[config.mk]
export PLATFORM = sky130hd
export DESIGN_NAME = cuff_inflation_mode_control
export DESIGN_NICKNAME = d
export VERILOG_FILES = /design/src/sv/cim_pkg.sv /design/src/sv/cuff_inflation_mode_control.sv
export SDC_FILE = /design/constraint.sdc
export NUM_CORES = 1
export LEC_CHECK = 0
export ABC_AREA = 1
export BUFFER_PORTS_ARGS = -buffer_cell sky130_fd_sc_hd__buf_2
export CAP_MARGIN = 30
export CORE_UTILIZATION = 42
export DETAILED_ROUTE_END_ITERATION = 7
export SYNTH_ARGS = -nofsm -noshare
export SYNTH_HDL_FRONTEND = slang
export SYNTH_SLANG_ARGS = --single-unit
export TNS_END_PERCENT = 100
[constraint.sdc]
create_clock -name clk -period 7.89 [get_ports clk]
set_input_delay 0.789 -clock clk [delete_from_list [all_inputs] [get_ports clk]]
set_output_delay 0.789 -clock clk [all_outputs]
set_load 0.01 [all_outputs]
[src/sv/cim_pkg.sv]
package cim_pkg;

  localparam int PRESSURE_BITS = 16;
  localparam int OFFSET_W = 14;
  localparam int STEP_W   = 10;
  localparam int SAMPLE_W = PRESSURE_BITS;
  localparam int TARGET_W = PRESSURE_BITS + 1;
  localparam int CFG_ADDR_W = 1;
  localparam int CFG_DATA_W = 14;

  // Event codes carried in the func field
  localparam logic [2:0] FUNC_TICK  = 3'd0;
  localparam logic [2:0] FUNC_POWER = 3'd1;
  localparam logic [2:0] FUNC_LONG  = 3'd2;
  localparam logic [2:0] FUNC_START = 3'd3;
  localparam logic [2:0] FUNC_UP    = 3'd4;
  localparam logic [2:0] FUNC_DOWN  = 3'd5;

  // Configuration register indexes
  localparam logic [CFG_ADDR_W-1:0] CFG_OFFSET_STEP = 1'd0;
  localparam logic [CFG_ADDR_W-1:0] CFG_OFFSET_MAX  = 1'd1;

  localparam logic [STEP_W-1:0]   STEP_RESET   = 10'd26;
  localparam logic [OFFSET_W-1:0] MAX_RESET    = 14'd5000;
  localparam logic [OFFSET_W-1:0] OFFSET_RESET = 14'd700;

  // Reported inflation state codes
  localparam logic [1:0] INFL_DEFLATED  = 2'd0;
  localparam logic [1:0] INFL_INFLATING = 2'd1;
  localparam logic [1:0] INFL_INFLATED  = 2'd2;
  localparam logic [1:0] INFL_PAUSED    = 2'd3;

  typedef enum logic [3:0] {
    ST_DEFLATED  = 4'b0001,
    ST_INFLATING = 4'b0010,
    ST_INFLATED  = 4'b0100,
    ST_PAUSED    = 4'b1000
  } mode_t;

  typedef struct packed {
    logic [2:0]          func;
    logic [SAMPLE_W-1:0] cuff_sample;
    logic                cuff_valid;
    logic [SAMPLE_W-1:0] arterial_sample;
    logic                arterial_valid;
  } cim_in_t;

  typedef struct packed {
    logic                power_on;
    logic [1:0]          inflation_state;
    logic                pump_on;
    logic                valve_on;
    logic                display_on;
    logic [TARGET_W-1:0] goal_pressure;
    logic [OFFSET_W-1:0] offset_value;
    logic                target_reached;
  } cim_out_t;

  function automatic logic [1:0] mode_code(mode_t m);
    logic [1:0] c;
    case (m)
      ST_DEFLATED:  c = INFL_DEFLATED;
      ST_INFLATING: c = INFL_INFLATING;
      ST_INFLATED:  c = INFL_INFLATED;
      ST_PAUSED:    c = INFL_PAUSED;
      default:      c = INFL_DEFLATED;
    endcase
    return c;
  endfunction

endpackage

[src/sv/cuff_inflation_mode_control.sv]
// A request accepted in one cycle shows its result at out_data in the next.
// Throughput: one request per cycle; the output register lets a new request in while the
// previous result is still being taken, so in_stall rises only when that result is stalled.
// Reset (rst_n low, synchronous): power, lcd, pump and valve off, mode deflated, offset 7.0
// kPa, stored samples zero, offset step 0.26 kPa, offset limit 50.0 kPa, no result pending.
module cuff_inflation_mode_control (
  input  logic                                 clk,
  input  logic                                 rst_n,
  input  logic                                 cfg_we,
  input  logic [cim_pkg::CFG_ADDR_W-1:0]       cfg_addr,
  input  logic [cim_pkg::CFG_DATA_W-1:0]       cfg_wdata,
  input  logic                                 in_valid,
  output logic                                 in_stall,
  input  cim_pkg::cim_in_t                     in_data,
  output logic                                 out_valid,
  input  logic                                 out_stall,
  output cim_pkg::cim_out_t                    out_data
);

  localparam int PW = cim_pkg::PRESSURE_BITS;
  localparam int TW = PW + 1;
  // Sum width: wide enough for a pressure plus the largest offset
  localparam int SW = ((PW > cim_pkg::OFFSET_W) ? PW : cim_pkg::OFFSET_W) + 1;
  localparam logic [TW-1:0] TARGET_MAX = {TW{1'b1}};

  // Configuration registers
  logic [cim_pkg::STEP_W-1:0]   step_r;
  logic [cim_pkg::OFFSET_W-1:0] max_r;

  // Control state
  cim_pkg::mode_t mode_r, mode_nxt;
  logic power_r, power_nxt;
  logic pump_r, pump_nxt;
  logic valve_r, valve_nxt;
  logic lcd_r, lcd_nxt;
  logic [cim_pkg::OFFSET_W-1:0] offset_r, offset_nxt;
  logic [PW-1:0] cuff_r, cuff_nxt;
  logic [PW-1:0] art_r, art_nxt;

  // Result register
  logic              out_valid_r, out_valid_nxt;
  cim_pkg::cim_out_t out_data_r, out_data_nxt;

  logic accept;
  logic reached;

  logic [cim_pkg::OFFSET_W:0]   off_up;
  logic [cim_pkg::OFFSET_W-1:0] off_up_sat;
  logic [cim_pkg::OFFSET_W-1:0] off_dn_sat;
  logic [SW-1:0]                tgt_sum;
  logic [TW-1:0]                tgt;

  // Hold the input while a finished result is stalled at the output
  assign in_stall = out_valid_r & out_stall;
  assign accept   = in_valid & ~in_stall;

  always_ff @(posedge clk) begin
    if (!rst_n) begin
      step_r <= cim_pkg::STEP_RESET;
      max_r  <= cim_pkg::MAX_RESET;
    end else if (cfg_we) begin
      case (cfg_addr)
        cim_pkg::CFG_OFFSET_STEP: step_r <= cfg_wdata[cim_pkg::STEP_W-1:0];
        cim_pkg::CFG_OFFSET_MAX:  max_r  <= cfg_wdata;
        default: ;
      endcase
    end
  end

  // Offset up and down, saturating at the configured limit and at zero
  assign off_up     = {1'b0, offset_r} + (cim_pkg::OFFSET_W + 1)'(step_r);
  assign off_up_sat = (off_up > {1'b0, max_r}) ? max_r : off_up[cim_pkg::OFFSET_W-1:0];
  assign off_dn_sat = (offset_r < cim_pkg::OFFSET_W'(step_r)) ? '0 :
                      offset_r - cim_pkg::OFFSET_W'(step_r);

  // Target from the state after this request; the offset is unchanged on a tick,
  // so the same sum serves the reach check
  assign tgt_sum = SW'(art_nxt) + SW'(offset_nxt);
  assign tgt     = (tgt_sum > SW'(TARGET_MAX)) ? TARGET_MAX : tgt_sum[TW-1:0];

  always_comb begin
    mode_nxt   = mode_r;
    power_nxt  = power_r;
    pump_nxt   = pump_r;
    valve_nxt  = valve_r;
    lcd_nxt    = lcd_r;
    offset_nxt = offset_r;
    cuff_nxt   = cuff_r;
    art_nxt    = art_r;
    reached    = 1'b0;
    case (in_data.func)
      cim_pkg::FUNC_TICK: begin
        // Take the low pressure bits of each fresh sample
        if (in_data.cuff_valid) cuff_nxt = PW'(in_data.cuff_sample);
        if (in_data.arterial_valid) art_nxt = PW'(in_data.arterial_sample);
        if (mode_r == cim_pkg::ST_INFLATING && TW'(cuff_nxt) >= tgt) begin
          mode_nxt = cim_pkg::ST_INFLATED;
          pump_nxt = 1'b0;
          reached  = 1'b1;
        end
      end
      cim_pkg::FUNC_POWER: begin
        if (!power_r) begin
          lcd_nxt   = 1'b1;
          power_nxt = 1'b1;
        end else begin
          // Emergency stop: drop pump and valve, vent to deflated
          pump_nxt  = 1'b0;
          valve_nxt = 1'b0;
          mode_nxt  = cim_pkg::ST_DEFLATED;
        end
      end
      cim_pkg::FUNC_LONG: begin
        if (power_r) begin
          lcd_nxt   = 1'b0;
          valve_nxt = 1'b0;
          pump_nxt  = 1'b0;
          power_nxt = 1'b0;
        end
      end
      cim_pkg::FUNC_START: begin
        if (mode_r == cim_pkg::ST_DEFLATED) begin
          mode_nxt  = cim_pkg::ST_INFLATING;
          valve_nxt = 1'b1;
          pump_nxt  = 1'b1;
        end else begin
          mode_nxt  = cim_pkg::ST_PAUSED;
          pump_nxt  = 1'b0;
          valve_nxt = 1'b1;
        end
      end
      cim_pkg::FUNC_UP:   offset_nxt = off_up_sat;
      cim_pkg::FUNC_DOWN: offset_nxt = off_dn_sat;
      default: ;
    endcase
  end

  always_comb begin
    out_data_nxt.power_on        = power_nxt;
    out_data_nxt.inflation_state = cim_pkg::mode_code(mode_nxt);
    out_data_nxt.pump_on         = pump_nxt;
    out_data_nxt.valve_on        = valve_nxt;
    out_data_nxt.display_on      = lcd_nxt;
    out_data_nxt.goal_pressure   = cim_pkg::TARGET_W'(tgt);
    out_data_nxt.offset_value    = offset_nxt;
    out_data_nxt.target_reached  = reached;
  end

  // Load on accept, clear once taken, hold while stalled
  assign out_valid_nxt = accept ? 1'b1 : (out_valid_r & out_stall);

  always_ff @(posedge clk) begin
    if (!rst_n) begin
      mode_r      <= cim_pkg::ST_DEFLATED;
      power_r     <= 1'b0;
      pump_r      <= 1'b0;
      valve_r     <= 1'b0;
      lcd_r       <= 1'b0;
      offset_r    <= cim_pkg::OFFSET_RESET;
      cuff_r      <= '0;
      art_r       <= '0;
      out_valid_r <= 1'b0;
    end else begin
      out_valid_r <= out_valid_nxt;
      if (accept) begin
        mode_r   <= mode_nxt;
        power_r  <= power_nxt;
        pump_r   <= pump_nxt;
        valve_r  <= valve_nxt;
        lcd_r    <= lcd_nxt;
        offset_r <= offset_nxt;
        cuff_r   <= cuff_nxt;
        art_r    <= art_nxt;
      end
    end
  end

  always_ff @(posedge clk) begin
    if (accept) begin
      out_data_r <= out_data_nxt;
    end
  end

  assign out_valid = out_valid_r;
  assign out_data  = out_data_r;

  // The pump never runs against an open valve
  a_pump_needs_valve: assert property (@(posedge clk) disable iff (!rst_n)
    pump_r |-> valve_r) else $error("pump on with valve open");

  // The pump only runs while inflating
  a_pump_only_inflating: assert property (@(posedge clk) disable iff (!rst_n)
    pump_r |-> (mode_r == cim_pkg::ST_INFLATING)) else $error("pump on outside inflating");

  // Display follows power
  a_lcd_tracks_power: assert property (@(posedge clk) disable iff (!rst_n)
    lcd_r == power_r) else $error("lcd and power disagree");

  // A reach report comes with the cuff inflated and the pump stopped
  a_reached_state: assert property (@(posedge clk) disable iff (!rst_n)
    (out_valid_r && out_data_r.target_reached) |->
      (out_data_r.inflation_state == cim_pkg::INFL_INFLATED && !out_data_r.pump_on))
    else $error("target reached reported in wrong state");

  // A request taken on a tick while inflating leaves inflating or reports no reach
  a_reach_leaves_inflating: assert property (@(posedge clk) disable iff (!rst_n)
    (accept && reached) |=> (mode_r == cim_pkg::ST_INFLATED))
    else $error("reach did not move mode to inflated");

endmodule

## Word-level counts from Yosys, hierarchy flattened

Cells that the tools add are included.

| cells by class | value |
|---|---|
| reduce and logical (&&, ||, !) cells | 6 |
| muxes and demuxes | 25 |
| bitwise logic cells | 4 |
| order comparisons | 4 |
| $add $sub $neg | 3 |
| equal/unequal tests | 10 |

Operators by type and width:

| cell | number |
|---|---|
| 2-to-1 mux 16 bit | 4 |
| 2-to-1 mux 14 bit | 2 |
| case mux 14 bit (2 select lines) | 1 |
| adder 16 x 14 -> 17 bit | 1 |
| greater-or-equal comparator 16 x 17 -> 1 bit | 1 |
| > comparator 17 bit, second input constant | 1 |
| 2-to-1 mux 17 bit | 1 |
| adder 14 x 10 -> 15 bit | 1 |
| > comparator 15 x 14 -> 1 bit | 1 |
| less-than comparator 14 x 10 -> 1 bit | 1 |
| subtractor 14 x 10 -> 14 bit | 1 |
| 2-to-1 mux 4 bit | 3 |
| case mux 4 bit (3 select lines) | 1 |
| equality test 4 x 2 -> 1 bit, second input constant | 2 |
| 2-to-1 mux 1 bit | 8 |
| equality test 3 x 2 -> 1 bit, second input constant | 2 |
| equality test 3 bit, second input constant | 2 |
| case mux 1 bit (2 select lines) | 3 |
| case mux 2 bit (3 select lines) | 1 |
| AND reduction 2 bit | 3 |
| equality test 4 x 1 -> 1 bit, second input constant | 1 |
| equality test 4 x 3 -> 1 bit, second input constant | 1 |
| equality test 4 bit, second input constant | 1 |
| equality test 3 x 1 -> 1 bit, second input constant | 1 |
| 6 further kinds | 8 |

| storage, ports and cells | value |
|---|---|
| bits of input ports | 57 |
| bits in registers | 117 |

## Depth between registers and ports, before layout

Gate-level depths: netlist of the first run.

| depth | value |
|---|---|
| word-level depth | 13 |
| gate-level depth with buffers | 56 |
| mapped depth without buffers | 54 |

## Worst setup path after synthesis of the first run

OpenSTA, ideal clock, no wires.

| timing path | value |
|---|---|
| path kind | flip-flop to flip-flop |
| from | reg step_r[0] in the netlist's numbering |
| to | reg out_data_r (netlist bit out_data[35]), data pin |
| cell stages (with the launch flop) | 55 |
| path buffers | 1 |
| slack | 1.979 ns |
| arrival | 5.657 ns |
| required time | 7.636 ns |
| path through | dfxtp_1 -> ha_1 -> inv_1 -> fa_1 -> nand3b_1 -> nand2_2 -> nand2_2 -> nand2_2 -> nand2_1 -> nand2_1 -> nand3_1 -> nand2_1 -> nand2_1 -> nand2_1 -> inv_1 -> ha_1 -> a21oi_1 -> o21ai_0 -> [... 19 more ...] -> xor2_1 -> inv_1 -> ha_1 -> nand2_1 -> nor3_1 -> nand2_1 -> nand2_1 -> nand2_1 -> nand2_1 -> nand2_1 -> nand2_1 -> nand2_1 -> nand2_1 -> nand3_1 -> nand2_1 -> nand3_1 -> nand3_1 -> nand2_1 |

RTL lines:

| what | RTL line | source |
|---|---|---|
| from (decl) | cuff_inflation_mode_control.sv:27 | `logic [cim_pkg::STEP_W-1:0] step_r;` |
| from (signal assigned) | cuff_inflation_mode_control.sv:59 | `step_r <= cim_pkg::STEP_RESET;` |
| from (signal assigned) | cuff_inflation_mode_control.sv:63 | `cim_pkg::CFG_OFFSET_STEP: step_r <= cfg_wdata[cim_pkg::STEP_W-1:0];` |
| to (signal assigned) | cuff_inflation_mode_control.sv:180 | `out_data_r <= out_data_nxt;` |
| to (decl) | cuff_inflation_mode_control.sv:42 | `cim_pkg::cim_out_t out_data_r, out_data_nxt;` |

==> impl_metrics.ini, run 1 <==
[clocking]
clock_sinks = 117
worstSkewPairLatency_ps = 420
cts_resized = 0
clock_path_buffers = 2
post-cts-setup-buffers = 0
cts_buffers = 17
cts.htree.levels = 4
cts_tree = yes
hold_buffers = 0
path_clk_slew_ps = 50
root_buffer = clkbuf_16

[routing]
drc_errors = 0
detail_route.wl_per_cell_microns = 14.7
num_vias = 6846
viasPerCell = 5.01
drt-total-wl_microns = 20100
drt-initial-drc-count = 440
dr.pass1.iters = 5
ant_nets = 0

[timing]
max_freq_ghz = 0.145
final.setup_skew_ps = 9.45
finalCritPeriodShare = 0.876
slew_headroom = 0.440
tightest_slew_ps = 841
setup_tns_ps = 0
maxSlewViolCount = 0
setup_ws_ps = 976
rsz0062_at_grt = false
hold_viol_final = 0
fin_crit_ps = 6910
finalSetupViolCount = 0

[logic_synthesis]
synth_area_leader_cell = dfxtp_1
ys_seq_area_frac = 0.356
synth_top_family_by_area = simple AND/OR/NAND/NOR gates
synth-edff-count = 38
ys_ff_latch = 117
async_flop_share = 0
synth_compound_area_frac = 0.181
syn_nets = 1162
yosys.area.top_type_share = 0.207
synthCells = 1038
synthTopCellsByArea = dfxtp_1 21%, edfxtp_1 15%, ha_1 10%
synthAdderAreaFrac = 0.112
post_synth_instance_area_sq_mm = 0.00765
ys.flop_type = dfxtp_1
synthMuxAreaShare = 0.00262
synth_warnings = 0
synthSimpleGateAreaFrac = 0.198
synthXorXnorAreaFrac = 0.0389
avgSynthCellArea_sq_um = 7.37
synth_cell_types = 42

[grt]
antenna_found_initial = 0
global_route.usage.met3 = 0.0411
grt_remaining_overflow = 0
grt_max_degree = 65
grt_use_met1 = 0.305
busiest_layer = met2
grt_pass1_vias = 6596
grt_first_pass_wirelength_microns = 32900
use_met2 = 0.371
grt_usage = 0.229

[place]
place_ws_ps = 1120
place.gp.congestion = 0.918
hpwl_microns = 14800
place.port_buffers = 96

[worst_setup_path]
worst_ep_arrival_time_ps = 7080
cp.required_ps = 8060
max_stage_delay_ps = 400
path_class = reg2reg
worstSetupStartpointType = flip-flop
crit_top_cell = nand2_1
critPathCaptureType = flip-flop
cp_slowest_cell = fa_1
path_max_fanout = 21

[floorplan]
die_w_microns = 137
core-area_sq_mm = 0.0179
boundaryPins = 97
die_height_microns = 137
dieArea_sq_mm = 0.0188
fp-row-count = 49
start_util = 0.428

[power]
vdd_ir_drop_max_mv = 0.134
powerDensity_mw_per_mm2 = 238
p_leak_nw = 4.49

[layout]
syn_to_final_growth_pct = 16.8
drive_above_1_share = 0.144
fillers = 1794
diodes = 0
nets = 1248

[status]
status = finished, final reports clean

[flow_run]
maxCapViolations = 0

[hold_path]
hp-class = reg2reg
## through the flow
stage	cell area, sq um	total power, W	hold slack, ps	utilization	cells
after floorplan	7650	0.00114	424	-	1038
after global placement	8320	0.00130	435	0.465	1334
after detailed placement	8320	0.00130	440	0.465	1334
after CTS	8940	0.00214	449	0.499	1366
after global routing	8940	0.00226	468	0.499	1366
final	8940	0.00213	446	0.499	1366
## layout by cell type (no fill, tap or decap), types with 3 or more instances in the layout
master	count
a21o_1	5
a21oi_1	102
a22oi_1	5
a31oi_1	3
buf_2	96
buf_4	7
bufinv_16	5
clkbuf_1	4
clkbuf_16	17
clkinv_1	8
dfxtp_1	79
edfxtp_1	38
fa_1	3
ha_1	64
inv_1	176
inv_2	4
nand2_1	202
nand2_2	7
nand3_1	47
nand3_2	6
nand3b_1	4
nand4_1	12
nor2_1	60
nor3_1	5
o211ai_1	12
o211ai_2	6
o21ai_0	97
o21ai_1	6
o21ai_2	3
xnor2_1	5
xor2_1	29
## registers in the layout (all words and copies together) (netlist names)
register	cells
out_data	38
art_r	16
cuff_r	16
max_r	14
offset_r	14
step_r	10
mode_r	4
lcd_r	1
out_valid	1
power_r	1
pump_r	1
valve_r	1
## worst paths after layout
check	slack, ps	from	cells past startpoint	endpoint
setup / recovery	980	offset_r[0]$_SDFFE_PN0P_	53	out_data[35]$_DFFE_PP_
hold / removal	450	cuff_r[12]$_SDFFE_PN0P_	2	cuff_r[12]$_SDFFE_PN0P_
setup reg to reg	980	offset_r[0]$_SDFFE_PN0P_	53	out_data[35]$_DFFE_PP_
hold reg to reg	450	cuff_r[12]$_SDFFE_PN0P_	2	cuff_r[12]$_SDFFE_PN0P_
## power by group
| group | switching [W] | internal (W) | leakage, nW | total, W |
|---|---|---|---|---|
| Sequential | 0.0000260 | 0.000688 | 1.02 | 0.000714 |
| Clock | 0.000275 | 0.000557 | 0.296 | 0.000832 |
| Combinational | 0.000376 | 0.000206 | 3.17 | 0.000582 |
| Total | 0.000677 | 0.00145 | 4.49 | 0.00213 |
## logic make-up after synthesis
group | Yosys count
muxes | 2
AOI/OAI and AO/OA | 247
and+or+nand+nor | 351
buffers and inverters | 220
DFF | 117
adders and majority gates | 67
xor gates and xnor gates | 34
## critical path, delay by kind of cell (launching register included)
kind	cells	cell delay (ps)
AO/OA/AOI/OAI	2	230
XOR/XNOR	1	170
adder cells (fa/ha/maj)	6	1930
buffers and inverters	4	240
flip-flops	1	370
AND/OR/NAND/NOR	40	3730
## cells in the mapped netlist (5+ instances only)
library cell  instances
a21o_1                5
a21oi_1             102
a22oi_1               5
clkbuf_1             27
dfxtp_1              79
edfxtp_1             38
ha_1                 64
inv_1               176
nand2_1             202
nand2_2               7
nand3_1              47
nand3_2               6
nand4_1              12
nor2_1               61
nor3_1                5
o211ai_1             12
o211ai_2              6
o21ai_0              97
o21ai_1               6
xnor2_1               5
xor2_1               29
## final cells by class
type	count	area, sq um	area share
tap	229	287	0.0320
sequential	117	2720	0.305
clock inverter	11	181	0.0203
inverter	184	691	0.0772
clock buffer	21	440	0.0493
timing repair buffer	103	533	0.0596
multi-input combinational	701	4090	0.457
## per-layer routing
layer	wire length (microns)	share of wire
met5	0	0
met2	9000	0.45
met4	343	0.017
met3	851	0.042
met1	9910	0.49
No activity file was read; power rests on OpenSTA's default activity.
==> run 2, diff against run 1 <==
--- a/config.mk
+++ b/config.mk
@@ -8,8 +8,9 @@
 export ABC_AREA = 1
 export BUFFER_PORTS_ARGS = -buffer_cell sky130_fd_sc_hd__buf_2
 export CAP_MARGIN = 30
-export CORE_UTILIZATION = 42
+export CORE_UTILIZATION = 25
 export DETAILED_ROUTE_END_ITERATION = 7
+export SLEW_MARGIN = 20
 export SYNTH_ARGS = -nofsm -noshare
 export SYNTH_HDL_FRONTEND = slang
 export SYNTH_SLANG_ARGS = --single-unit
==> impl_metrics.ini, run 2 (synthesis gave the netlist of run 1 again) <==
[worst_setup_path]
max_stage_delay_ps = 400
path_max_fanout = 4
critPathCaptureType = flip-flop
crit_top_cell = nand2_1
cp_slowest_cell = fa_1
worstSetupStartpointType = flip-flop
cp.required_ps = 8060
path_class = reg2reg
worst_ep_arrival_time_ps = 7180

[clocking]
worstSkewPairLatency_ps = 430
post-cts-setup-buffers = 0
root_buffer = clkbuf_16
path_clk_slew_ps = 60
cts_tree = yes
cts_resized = 0
cts.htree.levels = 4
clock_path_buffers = 2
cts_buffers = 17
clock_sinks = 117
hold_buffers = 0

[status]
status = finished, final reports clean

[layout]
syn_to_final_growth_pct = 19.3
diodes = 0
largest_reg_flops = 38
instances_no_fill = 1527
fillers = 3230
fin_area_sq_mm = 0.00913
nets = 1248
drive_above_1_share = 0.148
layout_common_cells = 202 x nand2_1, 176 x inv_1, 102 x a21oi_1, 97 x o21ai_0, 96 x buf_2
final_common_cell = nand2_1

[timing]
max_freq_ghz = 0.143
fin_crit_ps = 7010
final.setup_skew_ps = 13.4
whs_ps = 447
slew_headroom = 0.455
rsz0062_at_grt = false
maxSlewViolCount = 0
finalSetupViolCount = 0
hold_viol_final = 0
setup_tns_ps = 0
finalCritPeriodShare = 0.889
tightest_slew_ps = 818

[routing]
detail_route.wl_per_cell_microns = 14.6
drt-total-wl_microns = 22300
num_vias = 6931
viasPerCell = 4.54
drt-initial-drc-count = 400
drc_errors = 0
ant_nets = 0
dr.pass1.iters = 5

[place]
placed_area_sq_mm = 0.00852
dp.cells = 1495
place.gp.congestion = 0.987
place.port_buffers = 96
hpwl_microns = 17300

[grt]
grt_first_pass_wirelength_microns = 34900
antenna_found_initial = 2
grt_usage = 0.147
grt_remaining_overflow = 0
grt_pass1_vias = 6499
grt_max_degree = 65

[floorplan]
die_w_microns = 177
start_util = 0.256
fp-row-count = 63
die_height_microns = 177
core-area_sq_mm = 0.0299
dieArea_sq_mm = 0.0313
boundaryPins = 97

[power]
powerDensity_mw_per_mm2 = 230
p_leak_nw = 4.49
vdd_ir_drop_max_mv = 0.149

[flow_run]
maxCapViolations = 0

[hold_path]
hp-class = reg2reg
run 2: through the flow:
step                 util  power, W  worst slack, ps
floorplan               -   0.00114             1980
global route        0.306   0.00223             52.8
detailed placement  0.285   0.00132              805
CTS                 0.305   0.00212              766
global placement    0.285   0.00131              868
finish              0.306   0.00210              879
run 2: layout make-up:
type,instances,area (sq um),area share
Multi-Input combinational cell,701,4100,0.449
Inverter,184,691,0.0756
Timing Repair Buffer,103,533,0.0584
Clock buffer,25,508,0.0556
Clock inverter,7,90.1,0.00987
Sequential cell,117,2720,0.298
Tap cell,390,488,0.0534
run 2: per-layer routing:
metal  GRT usage  vias to the layer above  wire (microns)
li1            -                     3578               -
met1       0.184                     3148           10300
met2       0.240                      159           10200
met3      0.0320                       42            1070
met4      0.0654                        4             646
met5           0                        -              22
run 2: report_power, final:
| part | total, W | switching (W) | internal, W | leakage [nW] |
|---|---|---|---|---|
| Combinational | 0.000589 | 0.000383 | 0.000206 | 3.17 |
| Clock | 0.000790 | 0.000281 | 0.000510 | 0.296 |
| Sequential | 0.000716 | 0.0000278 | 0.000688 | 1.02 |
run 2: worst paths after layout:
path	cells past startpoint	endpoint	slack, ps	from
hold reg to reg	2	cuff_r[4]$_SDFFE_PN0P_	450	cuff_r[4]$_SDFFE_PN0P_
setup / recovery	52	out_data[35]$_DFFE_PP_	880	step_r[0]$_SDFFE_PN0P_
hold / removal	2	cuff_r[4]$_SDFFE_PN0P_	450	cuff_r[4]$_SDFFE_PN0P_
setup reg to reg	52	out_data[35]$_DFFE_PP_	880	step_r[0]$_SDFFE_PN0P_
run 2: critical path, delay by kind of cell (launching register included):
family	cells	cell delay, ps
simple gates	40	3820
fa+ha+maj	6	1920
flops	1	390
buf+inv	4	250
compound gates	1	190
xor+xnor	1	160
==> run 3, diff against run 2 <==
--- a/config.mk
+++ b/config.mk
@@ -5,7 +5,6 @@
 export SDC_FILE = /design/constraint.sdc
 export NUM_CORES = 1
 export LEC_CHECK = 0
-export ABC_AREA = 1
 export BUFFER_PORTS_ARGS = -buffer_cell sky130_fd_sc_hd__buf_2
 export CAP_MARGIN = 30
 export CORE_UTILIZATION = 25
==> impl_metrics.ini, run 3 <==
[status]
status = complete, but fails checks
violations = DRC

[logic_synthesis]
synthTopCellsByCount = 101 x nand2_1, 79 x dfxtp_1, 77 x nor2_1
ys_ff_latch = 117
synth_area_leader_cell = dfxtp_1
ys_seq_area_frac = 0.347
synthCells = 900
ys.flop_type = dfxtp_1
synth-edff-count = 38
avgSynthCellArea_sq_um = 8.73
post_synth_instance_area_sq_mm = 0.00785
async_flop_share = 0
synth_cell_types = 86
synth_most_common_cell = nand2_1
synth_warnings = 0
syn_nets = 1024
synthTopCellsByArea = dfxtp_1 20%, edfxtp_1 15%, ha_1 10%
yosys.area.top_type_share = 0.201

[hold_path]
hp-class = reg2reg

[layout]
utilization = 0.306
fillers = 3245
syn_to_final_growth_pct = 19.9
nets = 1115
drive_above_1_share = 0.212
largest_reg_flops = 38
final_common_cell = nand2_1
layout_common_cells = 101 x nand2_1, 96 x buf_2, 79 x dfxtp_1, 77 x nor2_1, 64 x ha_1

[clocking]
cts_buffers = 17
worstSkewPairLatency_ps = 430
clock_path_buffers = 2
path_clk_slew_ps = 60
cts.htree.levels = 4
clock_sinks = 117
cts_tree = yes
root_buffer = clkbuf_16

[routing]
drt-initial-drc-count = 659
detail_route.wl_per_cell_microns = 15.9
num_vias = 6870
ant_nets = 0
drc_errors = 16
dr.pass1.iters = 8
viasPerCell = 4.90
drt-total-wl_microns = 22300

[power]
p_int_w = 0.00130
p_clk_frac = 0.369
combPwrFrac = 0.275
p_seq_frac = 0.355
powerDensity_mw_per_mm2 = 210
vdd_ir_drop_max_mv = 0.143
switching_share = 0.340
p_leak_nw = 3.87
power.switching_w = 0.000671

[worst_setup_path]
crit_top_cell = ha_1
critPathCaptureType = flip-flop
cp.buffers_inverters = 3
cp.required_ps = 8160
worstSetupStartpointType = flip-flop
path_class = reg2reg
max_stage_delay_ps = 450
worst_ep_arrival_time_ps = 7650
worst_path_dominant_cell_family = compound AO/OA/AOI/OAI gates
path_max_fanout = 6
cp_slowest_cell = a2111o_1
rrSetupSlack_ps = 510

[timing]
fin_crit_ps = 7380
rsz0062_at_grt = false
final.setup_skew_ps = 9.36
finalSetupViolCount = 0
maxSlewViolCount = 0
setup_tns_ps = 0
slew_headroom = 0.481
hold_viol_final = 0
finalCritPeriodShare = 0.935
max_freq_ghz = 0.135
tightest_slew_ps = 775

[floorplan]
fp-row-count = 64
start_util = 0.255
boundaryPins = 97
die_height_microns = 179
dieArea_sq_mm = 0.0321
core-area_sq_mm = 0.0307
die_w_microns = 179

[place]
place.port_buffers = 96
place.gp.congestion = 0.862
hpwl_microns = 16700

[grt]
antenna_found_initial = 2
grt_max_degree = 60
grt_remaining_overflow = 0
grt_pass1_vias = 6540
grt_usage = 0.139
grt_first_pass_wirelength_microns = 34300

[flow_run]
maxCapViolations = 0
-- run 3: cell count changes after synthesis, moves of 27 or more --
cell | previous run | this run
nand3_1 | 47 | 20
mux2_2 | 0 | 29
o21ai_0 | 97 | 54
nand2_1 | 202 | 101
inv_1 | 176 | 62
a21oi_1 | 102 | 57
-- run 3: timing repair --
item,in CTS,in global routing
hold buffers,0,0
buffers inserted,0,2
resized for setup,1,19
pin swaps,0,8
endpoints found under the hold margin,0,0
gates cloned,0,0
setup endpoints to repair,5,7
-- run 3: power groups by stage --
stage | clock [W] | combinational, W | sequential [W]
6_report | 0.000729 | 0.000544 | 0.000701
5_1_grt | 0.000778 | 0.000607 | 0.000706
4_1_cts | 0.000747 | 0.000527 | 0.000701
3_5_place_dp | 0 | 0.000522 | 0.000714
3_3_place_gp | 0 | 0.000513 | 0.000714
2_1_floorplan | 0 | 0.000372 | 0.000719
-- run 3: worst register-to-register path: cells and delay by family (launching register included) --
family          cells  cell delay, ps
compound gates     16            3390
simple gates        6            1090
xor+xnor            1             170
buf+inv             3             340
flops               1             390
fa+ha+maj           6            1840
-- run 3: stage by stage --
| stage | worst slack, ps | instances | power (W) | hold WS (ps) | instance area, sq um |
|---|---|---|---|---|---|
| 5_1_grt | 3.67 | 1401 | 0.00209 | 479 | 9410 |
| 3_3_place_gp | 281 | 1363 | 0.00123 | 444 | 8710 |
| 4_1_cts | 87.4 | 1398 | 0.00198 | 459 | 9310 |
| 6_report | 510 | 1401 | 0.00197 | 456 | 9410 |
| 2_1_floorplan | 930 | 900 | 0.00109 | 436 | 7850 |
| 3_5_place_dp | -50.3 | 1366 | 0.00124 | 451 | 8750 |
-- run 3: area by class of cell --
cell class,instances,area (sq um),area share
repair buffers,117,654,0.0695
clock inverters,15,123,0.0130
flip-flops and latches,117,2720,0.289
multi-input cells,676,4760,0.505
well taps,396,495,0.0526
clock buffers,17,425,0.0452
inverters,62,233,0.0247
diodes,1,2.50,0.000266
-- run 3: worst paths after layout --
check                                              start                      to  depth (start not counted)
worst min-delay path              max_r[13]$_SDFFE_PN0P_  max_r[13]$_SDFFE_PN0P_                          2
worst max-delay path            offset_r[0]$_SDFFE_PN0P_  out_data[34]$_DFFE_PP_                         32
worst min register to register    max_r[13]$_SDFFE_PN0P_  max_r[13]$_SDFFE_PN0P_                          2
worst max register to register  offset_r[0]$_SDFFE_PN0P_  out_data[34]$_DFFE_PP_                         32
-- run 3: layer usage --
metal	track usage	routed length [microns]	share of wire
met1	0.172	10000	0.45
met2	0.236	10900	0.49
met3	0.0333	1020	0.046
met4	0.0459	388	0.017
met5	0	8	0.00036
-- run 3: kinds of logic after synthesis --
| logic type | share of synthesized area |
|---|---|
| buf+inv | 0.0599 |
| simple gates | 0.173 |
| mux | 0.0684 |
| xor+xnor | 0.0335 |
| fa+ha+maj | 0.110 |
| flops | 0.347 |
| compound gates | 0.209 |
